$ cat src/tce_pkg.sv
`default_nettype none
package tce_pkg;

	localparam int MAX_ROWS = 64;
	localparam int MAX_COLS = 256;
	localparam int ROW_W = 6;
	localparam int COL_W = 8;

	// result kinds
	localparam logic [2:0] K_WRAP   = 3'd0;
	localparam logic [2:0] K_SCRUP  = 3'd1;
	localparam logic [2:0] K_SCRDN  = 3'd2;
	localparam logic [2:0] K_INSERT = 3'd3;
	localparam logic [2:0] K_WRITE  = 3'd4;
	localparam logic [2:0] K_CONT   = 3'd5;
	localparam logic [2:0] K_BELL   = 3'd6;
	localparam logic [2:0] K_STATUS = 3'd7;

	// control bytes
	localparam logic [20:0] C_BEL = 21'h07;
	localparam logic [20:0] C_BS  = 21'h08;
	localparam logic [20:0] C_HT  = 21'h09;
	localparam logic [20:0] C_LF  = 21'h0a;
	localparam logic [20:0] C_VT  = 21'h0b;
	localparam logic [20:0] C_FF  = 21'h0c;
	localparam logic [20:0] C_CR  = 21'h0d;
	localparam logic [20:0] C_SO  = 21'h0e;
	localparam logic [20:0] C_SI  = 21'h0f;
	localparam logic [20:0] C_IND = 21'h84;
	localparam logic [20:0] C_NEL = 21'h85;
	localparam logic [20:0] C_HTS = 21'h88;
	localparam logic [20:0] C_RI  = 21'h8d;
	localparam logic [20:0] GFX_LO = 21'h5F;
	localparam logic [20:0] GFX_HI = 21'h7E;

	// register indexes
	localparam logic [2:0] R_ROWS = 3'd0;
	localparam logic [2:0] R_COLS = 3'd1;
	localparam logic [2:0] R_TOP  = 3'd2;
	localparam logic [2:0] R_BOT  = 3'd3;
	localparam logic [2:0] R_AWM  = 3'd4;
	localparam logic [2:0] R_INS  = 3'd5;
	localparam logic [2:0] R_ALT  = 3'd6;
	localparam logic [2:0] R_GFX  = 3'd7;

	typedef struct packed {
		logic        action;
		logic [20:0] code;
		logic [1:0]  cell_width;
		logic [15:0] pen_style;
	} in_item_t;

	typedef struct packed {
		logic [2:0]  kind;
		logic [5:0]  row;
		logic [7:0]  col;
		logic [20:0] glyph;
		logic [15:0] style;
		logic [1:0]  count;
		logic        to_history;
		logic        wrap_pending;
		logic        last;
	} out_item_t;

	typedef enum logic [3:0] {
		S_IDLE, S_DISPATCH, S_WRAP1, S_CLAMP, S_WRAP2, S_INSERT, S_WRITE,
		S_CONT, S_ADV, S_TAB, S_STATUS, S_HOLD
	} state_t;

	// commands from controller
	typedef struct packed {
		logic load;
		logic wrap;
		logic clamp;
		logic ins;
		logic wr;
		logic cont;
		logic adv;
		logic ctrl;
		logic tab_step;
		logic status;
	} cmd_t;

	// status to controller
	typedef struct packed {
		logic is_print;
		logic width_zero;
		logic dwrap;
		logic need_wrap2;
		logic ins_on;
		logic need_cont;
		logic is_ht;
		logic init_busy;
		logic tab_done;
		logic emit_busy;
	} sts_t;

	function automatic logic [20:0] dec_gfx(input logic [4:0] i);
		case (i)
			5'd0: dec_gfx = 21'h00A0; 5'd1: dec_gfx = 21'h25C6;
			5'd2: dec_gfx = 21'h2592; 5'd3: dec_gfx = 21'h2409;
			5'd4: dec_gfx = 21'h240C; 5'd5: dec_gfx = 21'h240D;
			5'd6: dec_gfx = 21'h240A; 5'd7: dec_gfx = 21'h00B0;
			5'd8: dec_gfx = 21'h00B1; 5'd9: dec_gfx = 21'h2424;
			5'd10: dec_gfx = 21'h240B; 5'd11: dec_gfx = 21'h2518;
			5'd12: dec_gfx = 21'h2510; 5'd13: dec_gfx = 21'h250C;
			5'd14: dec_gfx = 21'h2514; 5'd15: dec_gfx = 21'h253C;
			5'd16: dec_gfx = 21'h23BA; 5'd17: dec_gfx = 21'h23BB;
			5'd18: dec_gfx = 21'h2500; 5'd19: dec_gfx = 21'h23BC;
			5'd20: dec_gfx = 21'h23BD; 5'd21: dec_gfx = 21'h251C;
			5'd22: dec_gfx = 21'h2524; 5'd23: dec_gfx = 21'h2534;
			5'd24: dec_gfx = 21'h252C; 5'd25: dec_gfx = 21'h2502;
			5'd26: dec_gfx = 21'h2264; 5'd27: dec_gfx = 21'h2265;
			5'd28: dec_gfx = 21'h03C0; 5'd29: dec_gfx = 21'h2260;
			5'd30: dec_gfx = 21'h00A3; 5'd31: dec_gfx = 21'h00B7;
			default: dec_gfx = 21'h0;
		endcase
	endfunction

endpackage
`default_nettype wire

$ cat src/tce_ctrl.sv
`default_nettype none
module tce_ctrl import tce_pkg::*; (
	input  wire logic clk,
	input  wire logic arst_n,
	input  wire logic in_valid,
	output logic      in_stall,
	input  wire sts_t sts,
	output cmd_t      cmd
);

	state_t state_q, state_d;

	// state register
	always_ff @(posedge clk or negedge arst_n) begin
		if (!arst_n) begin
			state_q <= S_IDLE;
		end else begin
			state_q <= state_d;
		end
	end

	// next state; emitting states wait while the output slot is full
	always_comb begin
		state_d = state_q;
		case (state_q)
			S_IDLE: if (in_valid && !sts.init_busy) state_d = S_DISPATCH;
			S_DISPATCH: begin
				if (!sts.is_print) state_d = sts.is_ht ? S_TAB : S_HOLD;
				else if (sts.width_zero) state_d = S_STATUS;
				else if (sts.dwrap) state_d = S_WRAP1;
				else state_d = S_CLAMP;
			end
			S_HOLD: if (!sts.emit_busy) state_d = S_STATUS;
			S_WRAP1: if (!sts.emit_busy) state_d = S_CLAMP;
			S_CLAMP: begin
				if (sts.need_wrap2) state_d = S_WRAP2;
				else if (sts.ins_on) state_d = S_INSERT;
				else state_d = S_WRITE;
			end
			S_WRAP2: if (!sts.emit_busy) state_d = sts.ins_on ? S_INSERT : S_WRITE;
			S_INSERT: if (!sts.emit_busy) state_d = S_WRITE;
			S_WRITE: if (!sts.emit_busy) state_d = sts.need_cont ? S_CONT : S_ADV;
			S_CONT: if (!sts.emit_busy) state_d = S_ADV;
			S_ADV: state_d = S_STATUS;
			S_TAB: if (sts.tab_done) state_d = S_STATUS;
			S_STATUS: if (!sts.emit_busy) state_d = S_IDLE;
			default: state_d = S_IDLE;
		endcase
	end

	// commands
	always_comb begin
		cmd = '0;
		in_stall = (state_q != S_IDLE) || sts.init_busy;
		case (state_q)
			S_IDLE: cmd.load = in_valid && !sts.init_busy;
			S_DISPATCH: cmd.tab_step = 1'b0;
			S_HOLD: cmd.ctrl = !sts.emit_busy;
			S_WRAP1: cmd.wrap = !sts.emit_busy;
			S_CLAMP: cmd.clamp = 1'b1;
			S_WRAP2: cmd.wrap = !sts.emit_busy;
			S_INSERT: cmd.ins = !sts.emit_busy;
			S_WRITE: cmd.wr = !sts.emit_busy;
			S_CONT: cmd.cont = !sts.emit_busy;
			S_ADV: cmd.adv = 1'b1;
			S_TAB: cmd.tab_step = 1'b1;
			S_STATUS: cmd.status = !sts.emit_busy;
			default: cmd = '0;
		endcase
	end

	assert property (@(posedge clk) disable iff (!arst_n)
		cmd.load |=> state_q == S_DISPATCH) else $error("load not dispatched");
	assert property (@(posedge clk) disable iff (!arst_n)
		cmd.status |=> state_q == S_IDLE) else $error("status not final");
	assert property (@(posedge clk) disable iff (!arst_n)
		$onehot0({cmd.wrap, cmd.ins, cmd.wr, cmd.cont, cmd.status, cmd.ctrl}))
		else $error("two emits at once");

endmodule
`default_nettype wire

$ cat src/tce_dp.sv
`default_nettype none
module tce_dp import tce_pkg::*; (
	input  wire logic      clk,
	input  wire logic      arst_n,
	input  wire in_item_t  in_item,
	input  wire logic      cfg_valid,
	input  wire logic [2:0] cfg_index,
	input  wire logic [8:0] cfg_data,
	input  wire cmd_t      cmd,
	output sts_t           sts,
	output logic           out_valid,
	input  wire logic      out_stall,
	output out_item_t      out_item
);

	logic [6:0] rows_q;
	logic [8:0] cols_q;
	logic [5:0] top_q, bot_q;
	logic awm_q, ins_q, alt_q;
	logic [1:0] gfx_q;
	logic [ROW_W-1:0] crow_q;
	logic [COL_W-1:0] ccol_q;
	logic dwrap_q, aset_q;
	logic tab_mem [MAX_COLS];
	logic tab_rd_q;
	logic init_q;
	logic [COL_W-1:0] init_col_q;
	in_item_t it_q;
	logic [1:0] w_q;
	logic [COL_W:0] tcol_q;
	logic ov_q;
	out_item_t ob_q;

	// effective geometry
	logic [7:0] erows;
	logic [8:0] ecols;
	logic [5:0] ebot;
	always_comb begin
		erows = (rows_q == 7'd0) ? 8'd1 :
			(rows_q > 7'(MAX_ROWS)) ? 8'(MAX_ROWS) : {1'b0, rows_q};
		ecols = (cols_q == 9'd0) ? 9'd1 :
			(cols_q > 9'(MAX_COLS)) ? 9'(MAX_COLS) : cols_q;
		ebot = ({2'b0, bot_q} > erows - 8'd1) ? 6'(erows - 8'd1) : bot_q;
	end

	// line feed effect
	logic lf_scroll, lf_inc, scroll_ok, hist;
	always_comb begin
		scroll_ok = top_q < ebot;
		lf_scroll = (crow_q == ebot) && scroll_ok;
		lf_inc = (crow_q != ebot) && ({2'b0, crow_q} < erows - 8'd1);
		hist = (top_q == 6'd0) && ({2'b0, ebot} == erows - 8'd1) && !alt_q;
	end

	// glyph translation
	logic [20:0] glyph;
	logic gset;
	always_comb begin
		gset = aset_q ? gfx_q[1] : gfx_q[0];
		glyph = it_q.code;
		if (gset && it_q.code >= GFX_LO && it_q.code <= GFX_HI)
			glyph = dec_gfx(5'(it_q.code - GFX_LO));
	end

	logic [8:0] room;
	logic [9:0] endcol;
	assign room = ecols - {1'b0, ccol_q};
	assign endcol = {2'b0, ccol_q} + {8'b0, w_q};

	logic is_ctl, emit;
	assign is_ctl = it_q.action;
	assign emit = cmd.wrap || cmd.ins || cmd.wr || cmd.cont || cmd.status || cmd.ctrl;

	// wrap: mark row then line feed, maybe with a scroll beat queued
	logic sc_pend_q;

	// status to controller; column past the edge counts as the last column
	always_comb begin
		sts.is_print = !it_q.action;
		sts.width_zero = (it_q.cell_width == 2'd0);
		sts.dwrap = dwrap_q;
		sts.need_wrap2 = (w_q == 2'd2) && ({1'b0, ccol_q} >= ecols - 9'd1) && awm_q;
		sts.ins_on = ins_q;
		sts.need_cont = (w_q == 2'd2) && ({1'b0, ccol_q} + 9'd1 < ecols);
		sts.is_ht = is_ctl && (it_q.code == C_HT);
		sts.init_busy = init_q;
		sts.tab_done = (tcol_q >= ecols) || tab_rd_q;
		sts.emit_busy = (ov_q && out_stall) || sc_pend_q;
	end

	// next output beat
	out_item_t nb;
	always_comb begin
		nb = '0;
		if (cmd.wrap || (cmd.ctrl && lf_scroll)) begin
			nb.kind = K_WRAP;
			nb.row = crow_q;
		end
		if (cmd.ins) begin
			nb.kind = K_INSERT; nb.row = crow_q; nb.col = ccol_q;
			nb.style = it_q.pen_style;
			nb.count = ({7'b0, w_q} < room) ? w_q : room[1:0];
		end
		if (cmd.wr) begin
			nb.kind = K_WRITE; nb.row = crow_q; nb.col = ccol_q; nb.glyph = glyph;
			nb.style = it_q.pen_style; nb.count = w_q;
		end
		if (cmd.cont) begin
			nb.kind = K_CONT; nb.row = crow_q; nb.col = ccol_q + 8'd1;
			nb.style = it_q.pen_style;
		end
		if (cmd.status) begin
			nb.kind = K_STATUS; nb.row = crow_q; nb.col = ccol_q;
			nb.wrap_pending = dwrap_q; nb.last = 1'b1;
		end
	end

	// control byte classification
	logic c_lf, c_ri, c_bel;
	always_comb begin
		c_lf = (it_q.code == C_LF) || (it_q.code == C_VT) || (it_q.code == C_FF) ||
			(it_q.code == C_IND) || (it_q.code == C_NEL);
		c_ri = it_q.code == C_RI;
		c_bel = it_q.code == C_BEL;
	end

	// a control beat, if any, from the hold state
	out_item_t cb;
	logic cb_v;
	always_comb begin
		cb = '0;
		cb_v = 1'b0;
		if (c_bel) begin
			cb.kind = K_BELL; cb_v = 1'b1;
		end else if (c_lf && lf_scroll) begin
			cb.kind = K_SCRUP; cb.row = top_q; cb.style = it_q.pen_style;
			cb.count = 2'd1; cb.to_history = hist; cb_v = 1'b1;
		end else if (c_ri && crow_q == top_q && scroll_ok) begin
			cb.kind = K_SCRDN; cb.row = top_q; cb.style = it_q.pen_style;
			cb.count = 2'd1; cb_v = 1'b1;
		end
	end

	// output register
	always_ff @(posedge clk or negedge arst_n) begin
		if (!arst_n) begin
			ov_q <= 1'b0;
			sc_pend_q <= 1'b0;
		end else begin
			if (ov_q && !out_stall) ov_q <= 1'b0;
			if (cmd.ctrl && cb_v) ov_q <= 1'b1;
			if (cmd.wrap) begin
				ov_q <= ({1'b0, crow_q} < erows[6:0]) || lf_scroll;
				sc_pend_q <= ({1'b0, crow_q} < erows[6:0]) && lf_scroll;
			end
			if (sc_pend_q && !(ov_q && out_stall)) begin
				ov_q <= 1'b1;
				sc_pend_q <= 1'b0;
			end
			if (cmd.ins || cmd.wr || cmd.cont || cmd.status) ov_q <= 1'b1;
		end
	end

	always_ff @(posedge clk) begin
		if (cmd.ctrl) ob_q <= cb;
		else if (cmd.wrap) begin
			if ({1'b0, crow_q} < erows[6:0]) ob_q <= nb;
			else ob_q <= '{kind: K_SCRUP, row: top_q, col: 8'd0, glyph: 21'd0,
				style: it_q.pen_style, count: 2'd1, to_history: hist,
				wrap_pending: 1'b0, last: 1'b0};
		end else if (sc_pend_q && !(ov_q && out_stall))
			ob_q <= '{kind: K_SCRUP, row: top_q, col: 8'd0, glyph: 21'd0,
				style: it_q.pen_style, count: 2'd1, to_history: hist,
				wrap_pending: 1'b0, last: 1'b0};
		else if (emit) ob_q <= nb;
	end

	// hold the scroll beat of a wrap until its slot frees
	assign out_valid = ov_q;
	assign out_item = ob_q;

	// tab stop loading pass after reset, one column a cycle
	always_ff @(posedge clk or negedge arst_n) begin
		if (!arst_n) begin
			init_q <= 1'b1;
			init_col_q <= '0;
		end else if (init_q) begin
			init_col_q <= init_col_q + 8'd1;
			if (init_col_q == 8'(MAX_COLS - 1)) init_q <= 1'b0;
		end
	end

	// tab stop memory; the read runs one column ahead of the search
	always_ff @(posedge clk) begin
		if (init_q) tab_mem[init_col_q] <= (init_col_q[2:0] == 3'd0);
		else if (cmd.ctrl && it_q.code == C_HTS && {1'b0, ccol_q} < ecols)
			tab_mem[ccol_q] <= 1'b1;
		if (cmd.load) tab_rd_q <= tab_mem[ccol_q + 8'd1];
		else if (cmd.tab_step && !sts.tab_done) tab_rd_q <= tab_mem[tcol_q[7:0] + 8'd1];
	end

	// configuration and cursor state
	always_ff @(posedge clk or negedge arst_n) begin
		if (!arst_n) begin
			rows_q <= 7'd24; cols_q <= 9'd80; top_q <= '0; bot_q <= 6'd23;
			awm_q <= 1'b1; ins_q <= 1'b0; alt_q <= 1'b0; gfx_q <= '0;
			crow_q <= '0; ccol_q <= '0; dwrap_q <= 1'b0; aset_q <= 1'b0;
			tcol_q <= '0;
		end else begin
			if (cfg_valid) begin
				case (cfg_index)
					R_ROWS: rows_q <= cfg_data[6:0];
					R_COLS: cols_q <= cfg_data;
					R_TOP:  top_q <= cfg_data[5:0];
					R_BOT:  bot_q <= cfg_data[5:0];
					R_AWM:  awm_q <= cfg_data[0];
					R_INS:  ins_q <= cfg_data[0];
					R_ALT:  alt_q <= cfg_data[0];
					R_GFX:  gfx_q <= cfg_data[1:0];
					default: ;
				endcase
			end
			if (cmd.load) tcol_q <= {1'b0, ccol_q} + 9'd1;
			if (cmd.wrap) begin
				ccol_q <= '0;
				dwrap_q <= 1'b0;
				if (lf_inc) crow_q <= crow_q + 6'd1;
			end
			if (cmd.clamp) begin
				if ({2'b0, crow_q} >= erows) crow_q <= 6'(erows - 8'd1);
				if ({1'b0, ccol_q} >= ecols) ccol_q <= 8'(ecols - 9'd1);
			end
			if (cmd.adv) begin
				if (endcol >= {1'b0, ecols}) begin
					ccol_q <= 8'(ecols - 9'd1);
					if (awm_q) dwrap_q <= 1'b1;
				end else ccol_q <= endcol[7:0];
			end
			if (cmd.tab_step) begin
				if ({1'b0, ccol_q} >= ecols - 9'd1) begin
					tcol_q <= 9'h100;
				end else if (sts.tab_done) begin
					ccol_q <= (tcol_q >= ecols) ? 8'(ecols - 9'd1) : tcol_q[7:0];
					dwrap_q <= 1'b0;
				end else tcol_q <= tcol_q + 9'd1;
			end
			if (cmd.ctrl) begin
				case (it_q.code)
					C_BS: begin
						if (ccol_q != '0) ccol_q <= ccol_q - 8'd1;
						dwrap_q <= 1'b0;
					end
					C_SO: aset_q <= 1'b1;
					C_SI: aset_q <= 1'b0;
					C_LF, C_VT, C_FF, C_IND: if (lf_inc) crow_q <= crow_q + 6'd1;
					C_CR: begin ccol_q <= '0; dwrap_q <= 1'b0; end
					C_NEL: begin
						if (lf_inc) crow_q <= crow_q + 6'd1;
						ccol_q <= '0; dwrap_q <= 1'b0;
					end
					// tab stop set in the memory block
					C_HTS: ;
					C_RI: if (crow_q != top_q && crow_q != '0) crow_q <= crow_q - 6'd1;
					default: ;
				endcase
			end
		end
	end

	// input capture
	always_ff @(posedge clk) begin
		if (cmd.load) begin
			it_q <= in_item;
			w_q <= (in_item.cell_width == 2'd3) ? 2'd2 : in_item.cell_width;
		end
	end

	assert property (@(posedge clk) disable iff (!arst_n)
		(ov_q && out_stall) |=> ov_q) else $error("beat lost");
	assert property (@(posedge clk) disable iff (!arst_n)
		cmd.adv |=> {1'b0, ccol_q} < ecols) else $error("cursor past edge");
	assert property (@(posedge clk) disable iff (!arst_n)
		(ov_q && out_stall) |=> $stable(ob_q)) else $error("beat changed");

endmodule
`default_nettype wire

$ cat src/terminal_cursor_engine_core.sv
// a print item steps through dispatch, clamp and cursor update and emits a beat
// for each wrap, insert, write, continuation cell and status; a wrap that scrolls
// adds a scroll beat; controls pass dispatch, hold and status; horizontal tab
// steps one column a cycle; output stalls hold the emitting steps; one item at a
// time; reset: arst_n clears cursor, wrap flag, charset and loads registers; then a
// pass loads the tab stop of every column while the input is stalled
`default_nettype none
module terminal_cursor_engine_core import tce_pkg::*; (
	input  wire logic      clk,
	input  wire logic      arst_n,
	input  wire logic      in_valid,
	output logic           in_stall,
	input  wire in_item_t  in_data,
	output logic           out_valid,
	input  wire logic      out_stall,
	output out_item_t      out_data,
	input  wire logic      cfg_valid,
	output logic           cfg_ready,
	input  wire logic [2:0] cfg_index,
	input  wire logic [8:0] cfg_data
);

	cmd_t cmd;
	sts_t sts;

	assign cfg_ready = 1'b1;

	tce_ctrl u_ctrl (
		.clk(clk), .arst_n(arst_n), .in_valid(in_valid), .in_stall(in_stall),
		.sts(sts), .cmd(cmd)
	);

	tce_dp u_dp (
		.clk(clk), .arst_n(arst_n), .in_item(in_data), .cfg_valid(cfg_valid),
		.cfg_index(cfg_index), .cfg_data(cfg_data), .cmd(cmd), .sts(sts),
		.out_valid(out_valid), .out_stall(out_stall), .out_item(out_data)
	);

endmodule
`default_nettype wire

$ cat config.mk
export PLATFORM = sky130hd
export DESIGN_NAME = terminal_cursor_engine_core
export DESIGN_NICKNAME = d
export VERILOG_FILES = /design/src/tce_pkg.sv /design/src/tce_ctrl.sv /design/src/tce_dp.sv /design/src/terminal_cursor_engine_core.sv
export SDC_FILE = /design/constraint.sdc
export NUM_CORES = 1
export LEC_CHECK = 0
export ABC_AREA = 0
export BUFFER_PORTS_ARGS = -buffer_cell sky130_fd_sc_hd__clkbuf_2
export CAP_MARGIN = 0
export CORE_MARGIN = 2
export CORE_UTILIZATION = 25
export DETAILED_ROUTE_END_ITERATION = 7
export SLEW_MARGIN = 25
export SYNTH_ARGS = -nofsm -noshare
export SYNTH_HDL_FRONTEND = slang
export SYNTH_SLANG_ARGS = --single-unit
$ cat constraint.sdc
create_clock -name clk -period 30.9 [get_ports clk]
set_input_delay 3.09 -clock clk [delete_from_list [all_inputs] [get_ports clk]]
set_output_delay 3.09 -clock clk [all_outputs]
set_load 0.02 [all_outputs]
==> flow_metrics.tcl, run 1 <==
set metrics [dict create \
    antenna_found_initial 0 \
    clock_path_buffers 3 \
    holdPathEnd "u_dp.out_item[0]" \
    leakage_nw 10.4 \
    synthCells 2228 \
    synth-edff-count 327 \
    setup.worst_path.start_class "primary input" \
    dp_hpwl_microns 49000 \
    syn2layout_area_growth_pct 14.2 \
    min_period_ns 6.67 \
    total_power_w 0.00244 \
    cp_top_family "simple AND/OR/NAND/NOR gates" \
    clkTransAtPathRegs_ns 0.06 \
    drt_pass1_iterations 5 \
    ys_top_cells_by_area "edfxtp_1 39%, mux4_2 14%, dfrtp_1 6.2%" \
    cts_resized 0 \
    die_h_microns 322 \
    arrival_ns 6.99 \
    grt.overflow.total 0 \
    syn_nets 2373 \
    cts_tree "yes" \
    htree_levels 2 \
    slowest_stage "o31ai_1" \
    num_vias 18500 \
    layout_common_cells "350 x nor2_1, 327 x edfxtp_1, 200 x nand2_1" \
    yosysSeqAreaShare_pct 48.6 \
    fp.dieW_microns 322 \
    grt_pass1_wl_microns 111000 \
    hold_slack_ns 0.451 \
    core_sq_mm 0.100 \
    ctsHoldBuffers 0 \
    cts_setup_buffers 0 \
    dp_slack_ns 23.70 \
    ir_worst_vdd_v 0.0000508 \
    post-route-util_pct 28.8 \
    ys_ff_latch 431 \
    rr_endpoint "u_dp.tab_mem[102]" \
    drive_gt1_share_pct 20.4 \
    routed_wl_microns 73300 \
    wire_per_inst_microns 20.3 \
    yosysWarningCount 0 \
    setup_violations 0 \
    cp_num_cells 9 \
    crit_required_ns 31.22 \
    async_flop_share_pct 16.9 \
    worstPathMaxFanout 16 \
    fin_setup_tns_ns 0 \
    clk_latency_ns 0.63 \
    slew_violations 0 \
    rsz0062_at_grt "false" \
    multiInputGateArea_sq_mm 0.0122 \
    postRouteAntennaNets 0 \
    drt_iter0_markers 1582 \
    whs_path_depth 1 \
    final_common_cell "nor2_1" \
    cts_buffers 49 \
    fin_worst_skew_ns 0.0347 \
    grtUsageTotal_pct 13.9 \
    cpPeakStageDelay_ns 0.90 \
    vias_per_cell 5.12 \
    regArea_sq_mm 0.0123 \
    synth_area_per_cell_sq_um 11.3 \
    yosysTopAreaCellShare_pct 38.9 \
    hp-class "flip-flop to flip-flop" \
    fill_cells 10300 \
    worst-r2r-cell-count 14 \
    io_buffers 117 \
    r2r_setup_slack_ns 25.12 \
    gp_congestion 0.918 \
    die_area_sq_mm 0.104 \
    rows 116 \
    fin_crit_sh_pct 21.6 \
    cts-root-buf "clkbuf_16" \
    cp_common_cell "nand2_1" \
    status "completed" \
    cts_sinks 431 \
    synth_area_sq_mm 0.0253 \
    start_util_pct 25.2 \
    power.density_mw_per_mm2 84.7 \
    io_pins 119 \
    worstSetupEndpointType "flip-flop" \
    ys.flop_type "edfxtp_1" \
    r2r_start "u_dp.cols_q[8]" \
    drc 0 \
    setup_ws_ns 24.23 \
    tightest_slew_ns 0.977 \
    critPathBufInv 1 \
    yosysTopAreaCell "edfxtp_1" \
    grt_max_degree 133 \
    drv_cap 0 \
    synth_cell_type_count 87 \
    path_class "primary input to flip-flop" \
    relSlewSlack_pct 34.3 \
    min_from "u_dp.out_item[0]" \
    finalHoldViolations 0 \
    maxClockFrequency_mhz 150 \
    nets 2418 \
    antenna_cells 0 \
    grt_pass1_vias 17900 \
    crit_chain "clkbuf_2 -> a21oi_1 -> nand2_1 -> nor4_1 -> nand4_1 -> nand2b_1 -> o31ai_1 -> nand2_1 -> nor2_1" \
]
## registers in the layout (all words and copies together), names as in the netlist, 2 cells and up
| register | flops |
|---|---|
| u_ctrl.state_q | 4 |
| u_dp.bot_q | 6 |
| u_dp.ccol_q | 8 |
| u_dp.cols_q | 9 |
| u_dp.crow_q | 6 |
| u_dp.gfx_q | 2 |
| u_dp.init_col_q | 8 |
| u_dp.it_q | 39 |
| u_dp.out_item | 59 |
| u_dp.rows_q | 7 |
| u_dp.tab_mem | 256 |
| u_dp.tcol_q | 9 |
| u_dp.top_q | 6 |
| u_dp.w_q | 2 |
## metrics by stage
stage,cell area (sq um),instances
2_1_floorplan,25300,2228
3_3_place_gp,27100,3519
3_5_place_dp,27200,3519
4_1_cts,28800,3611
5_1_grt,28800,3612
6_report,28800,3612
## synthesized netlist by cell type, types with 12 or more instances
library cell	n
ha_1	86
nor3_1	40
nand2b_1	21
a21oi_1	85
nor2b_1	12
clkbuf_1	100
a21o_1	12
o31ai_1	14
nor2_1	351
dfrtp_1	63
mux2i_1	37
buf_2	32
nand2_1	200
and2_1	24
o21ai_0	88
nand3_1	48
o22ai_1	16
xor2_1	22
or2_2	19
edfxtp_1	327
o211ai_1	16
o21a_1	15
a31oi_1	31
a22o_1	20
mux2_2	37
nand4_1	18
dfxtp_1	31
xnor2_1	51
and3_1	17
nor4_1	17
inv_1	61
mux4_2	152
## worst max path at each step
stage	from	to	slack (ns)
5_1_grt	out_stall	u_dp.tab_mem[216]	23.95
4_1_cts	out_stall	u_dp.tab_mem[88]	24.35
3_5_place_dp	out_stall	u_dp.tab_mem[88]	23.70
6_report	out_stall	u_dp.tab_mem[102]	24.23
2_1_floorplan	u_dp.init_col_q[0]	u_dp.tab_mem[0]	18.01
3_3_place_gp	out_stall	u_dp.tab_mem[12]	23.64
## report_power, final
part / internal (W) / total, W / switching (W)
Clock: 0.000336 / 0.000590 / 0.000254
Combinational: 0.000409 / 0.00105 / 0.000637
Sequential: 0.000698 / 0.000809 / 0.000112
Total: 0.00144 / 0.00244 / 0.00100
## logic make-up after synthesis
logic type,count (synthesis),synth area share [%]
other,1,0.0148
muxes,226,16.7
adders and majority gates,91,4.54
buffers and inverters,219,3.49
and+or+nand+nor,801,14.1
DFF,431,48.6
AOI/OAI and AO/OA,386,10.1
xor gates and xnor gates,73,2.53
## layout make-up
cell class | count | area share [%]
Timing Repair Buffer | 143 | 2.80
Clock inverter | 25 | 1.02
Sequential cell | 431 | 42.6
Inverter | 70 | 0.919
Multi-Input combinational cell | 1578 | 42.4
Tap cell | 1298 | 5.63
Clock buffer | 67 | 4.66
## metal layers
layer / share of wire (%) / vias up / global-route usage, % / wire [microns]
met5: 0 / - / 0 / 0
met3: 6.9 / 119 / 2.28 / 5050
li1: - / 8430 / - / -
met1: 42 / 9264 / 18.4 / 30900
met4: 2.7 / 0 / 4.17 / 1960
met2: 48 / 697 / 23.2 / 35400
Power figures use the tool's default switching activity.
==> inputs of run 2 (changes only) <==
==> constraint.sdc (replaced) <==
create_clock -name clk -period 6.65 [get_ports clk]
set_input_delay 0.665 -clock clk [delete_from_list [all_inputs] [get_ports clk]]
set_output_delay 0.665 -clock clk [all_outputs]
set_load 0.02 [all_outputs]
==> run 2 against run 1 <==
Effect of this change: non-clock buffer count is 21 higher; clock power grew to 4.5 times the previous value; clock skew is 0.0033 ns higher; register-to-register slack worse by 24 ns; global-route usage is 0.29 points higher; cell area is 0.22% higher; setup slack worse by 23 ns; combinational power grew to 4.8 times the previous value; core utilization is 0.064 points higher; clock-buffer cell count is 9 lower; flip-flop and latch count stayed put; sequential share of layout area is 0.094 points lower; critical path type is now flip-flop to flip-flop; largest cell class unchanged; largest power group unchanged.
==> flow_metrics.tcl, run 2 (same netlist as run 1, synthesis figures left out) <==
set metrics [dict create \
    r2r_start "u_dp.rows_q[5]" \
    min_period_ns 5.45 \
    arrival_ns 5.90 \
    r2r_setup_slack_ns 1.20 \
    critPathBufInv 0 \
    die_area_sq_mm 0.104 \
    finalHoldViolations 0 \
    cts_sinks 431 \
    final_common_cell "nor2_1" \
    leakage_nw 10.4 \
    maxClockFrequency_mhz 183 \
    clkTransAtPathRegs_ns 0.06 \
    cp_num_cells 24 \
    wire_per_inst_microns 20.7 \
    power.density_mw_per_mm2 394 \
    setup.worst_path.start_class "flip-flop" \
    tightest_slew_ns 1.11 \
    startpoint "u_dp.rows_q[5]" \
    cts_tree "yes" \
    postRouteAntennaNets 0 \
    worstSetupEndpointType "flip-flop" \
    path_class "flip-flop to flip-flop" \
    cpPeakStageDelay_ns 0.50 \
    status "completed" \
    die_h_microns 322 \
    rr_endpoint "u_dp.out_item[19]" \
    ctsHoldBuffers 0 \
    hp-class "primary input to async pin" \
    dp_hpwl_microns 49400 \
    nets 2438 \
    fp.dieW_microns 322 \
    antenna_cells 0 \
    slowest_stage "xor2_1" \
    grtUsageTotal_pct 14.2 \
    drv_cap 0 \
    fin_worst_skew_ns 0.0380 \
    vias_per_cell 5.17 \
    worst-r2r-cell-count 24 \
    cts-root-buf "clkbuf_16" \
    grt_max_degree 257 \
    ir_worst_vdd_v 0.000237 \
    drc 0 \
    fin_setup_tns_ns 0 \
    cts_resized 0 \
    worstPathMaxFanout 16 \
    clock_path_buffers 3 \
    htree_levels 2 \
    total_power_w 0.0114 \
    cp-endpoint "u_dp.out_item[19]" \
    drt_iter0_markers 1866 \
    largest_reg_flops 256 \
    drive_gt1_share_pct 20.7 \
    layout_common_cells "350 x nor2_1, 327 x edfxtp_1, 200 x nand2_1" \
    slew_violations 0 \
    relSlewSlack_pct 26.1 \
    setup_violations 0 \
    fin_crit_sh_pct 82.0 \
    core_sq_mm 0.100 \
    start_util_pct 25.2 \
    routed_wl_microns 75300 \
    gp_congestion 0.926 \
    rsz0062_at_grt "false" \
    grt.overflow.total 0 \
    io_buffers 117 \
    cts_setup_buffers 0 \
    cts_buffers 48 \
    drt_pass1_iterations 6 \
    antenna_found_initial 0 \
    syn2layout_area_growth_pct 14.4 \
    grt_pass1_wl_microns 113000 \
    cp_top_family "simple AND/OR/NAND/NOR gates" \
    crit_chain "nor2_2 -> a21oi_1 -> or2_2 -> ha_1 -> xor2_1 -> ha_1 -> and3b_1 -> a211oi_1 -> maj3_1 -> o311ai_2 -> o2bb2ai_1 -> nor2_2 -> nand2_1 -> o21ai_0 -> ha_1 -> a21oi_1 -> nor2b_1 -> o21ai_0 -> nand2b_1 -> a21oi_1 -> o21ai_1 -> a21o_1 -> nand2_1 -> and2_1" \
    clk_latency_ns 0.61 \
    rows 116 \
    largest_register "u_dp.tab_mem" \
    num_vias 18800 \
    io_pins 119 \
    grt_pass1_vias 17900 \
    crit_required_ns 7.10 \
]
run 2: cell count changes in the layout (fill, tap and decap cells not counted), moves of 2 or more:
cell        previous run  this run
clkinv_2               7         4
buf_4                 23        46
clkbuf_8               3         0
clkinv_1               9        21
clkbuf_1              14         9
clkinvlp_4             5         3
buf_6                  3         1
run 2: per-stage QoR:
| step | hold slack [ns] | area, sq um | std cells | util [%] | setup slack [ns] |
|---|---|---|---|---|---|
| final | 0.0614 | 28900 | 3631 | 28.9 | 1.20 |
| after global routing | 0.113 | 28900 | 3631 | 28.9 | 0.721 |
| after CTS | 0.222 | 28900 | 3631 | 28.9 | 1.21 |
| after detailed placement | 0.444 | 27300 | 3541 | 27.3 | 1.26 |
| after global placement | 0.435 | 27300 | 3541 | 27.3 | 1.28 |
| after floorplan | 0.369 | 25300 | 2228 | - | 1.28 |
run 2: routing by layer:
layer  share of wire (%)  GRT usage (%)  vias up
li1                    -              -     8467
met1                  43           19.6     9423
met2                  47           22.8      761
met3                 7.7           2.48      113
met4                 2.4           3.72        0
met5                   0              0        -
run 2: cell type report:
type | count | area (sq um)
Fill cell | 10300 | 71200
Sequential cell | 431 | 12300
Multi-Input combinational cell | 1578 | 12200
Tap cell | 1298 | 1620
Clock buffer | 58 | 1260
Timing Repair Buffer | 164 | 957
Clock inverter | 32 | 309
Inverter | 70 | 264
run 2: worst min-delay path by stage:
stage / from / to / slack, ns / cells past startpoint
finish: arst_n / u_dp.top_q[1] / 0.06 / 1
global placement: u_dp.out_item[26] / u_dp.out_item[26] / 0.43 / 2
floorplan: arst_n / u_ctrl.state_q[0] / 0.37 / 0
global route: arst_n / u_dp.top_q[1] / 0.11 / 1
detailed placement: u_dp.out_item[26] / u_dp.out_item[26] / 0.44 / 2
CTS: in_data[25] / u_dp.it_q[25] / 0.22 / 1
run 2: power by group:
part           switching (W)  internal [W]  total, W
registers           0.000465       0.00324   0.00371
logic                0.00308       0.00192   0.00500
clock network        0.00116       0.00152   0.00268
run 2: worst reg2reg max path, stage by stage, from the launching register on:
cell and delay (ns):
dfrtp_1 0.44, nor2_2 0.23, a21oi_1 0.08, or2_2 0.33, ha_1 0.27, xor2_1 0.50
ha_1 0.24, and3b_1 0.16, a211oi_1 0.05, maj3_1 0.37, o311ai_2 0.27, o2bb2ai_1 0.15
nor2_2 0.29, nand2_1 0.09, o21ai_0 0.10, ha_1 0.28, a21oi_1 0.15, nor2b_1 0.06
o21ai_0 0.14, nand2b_1 0.07, a21oi_1 0.13, o21ai_1 0.13, a21o_1 0.21, nand2_1 0.36
and2_1 0.21
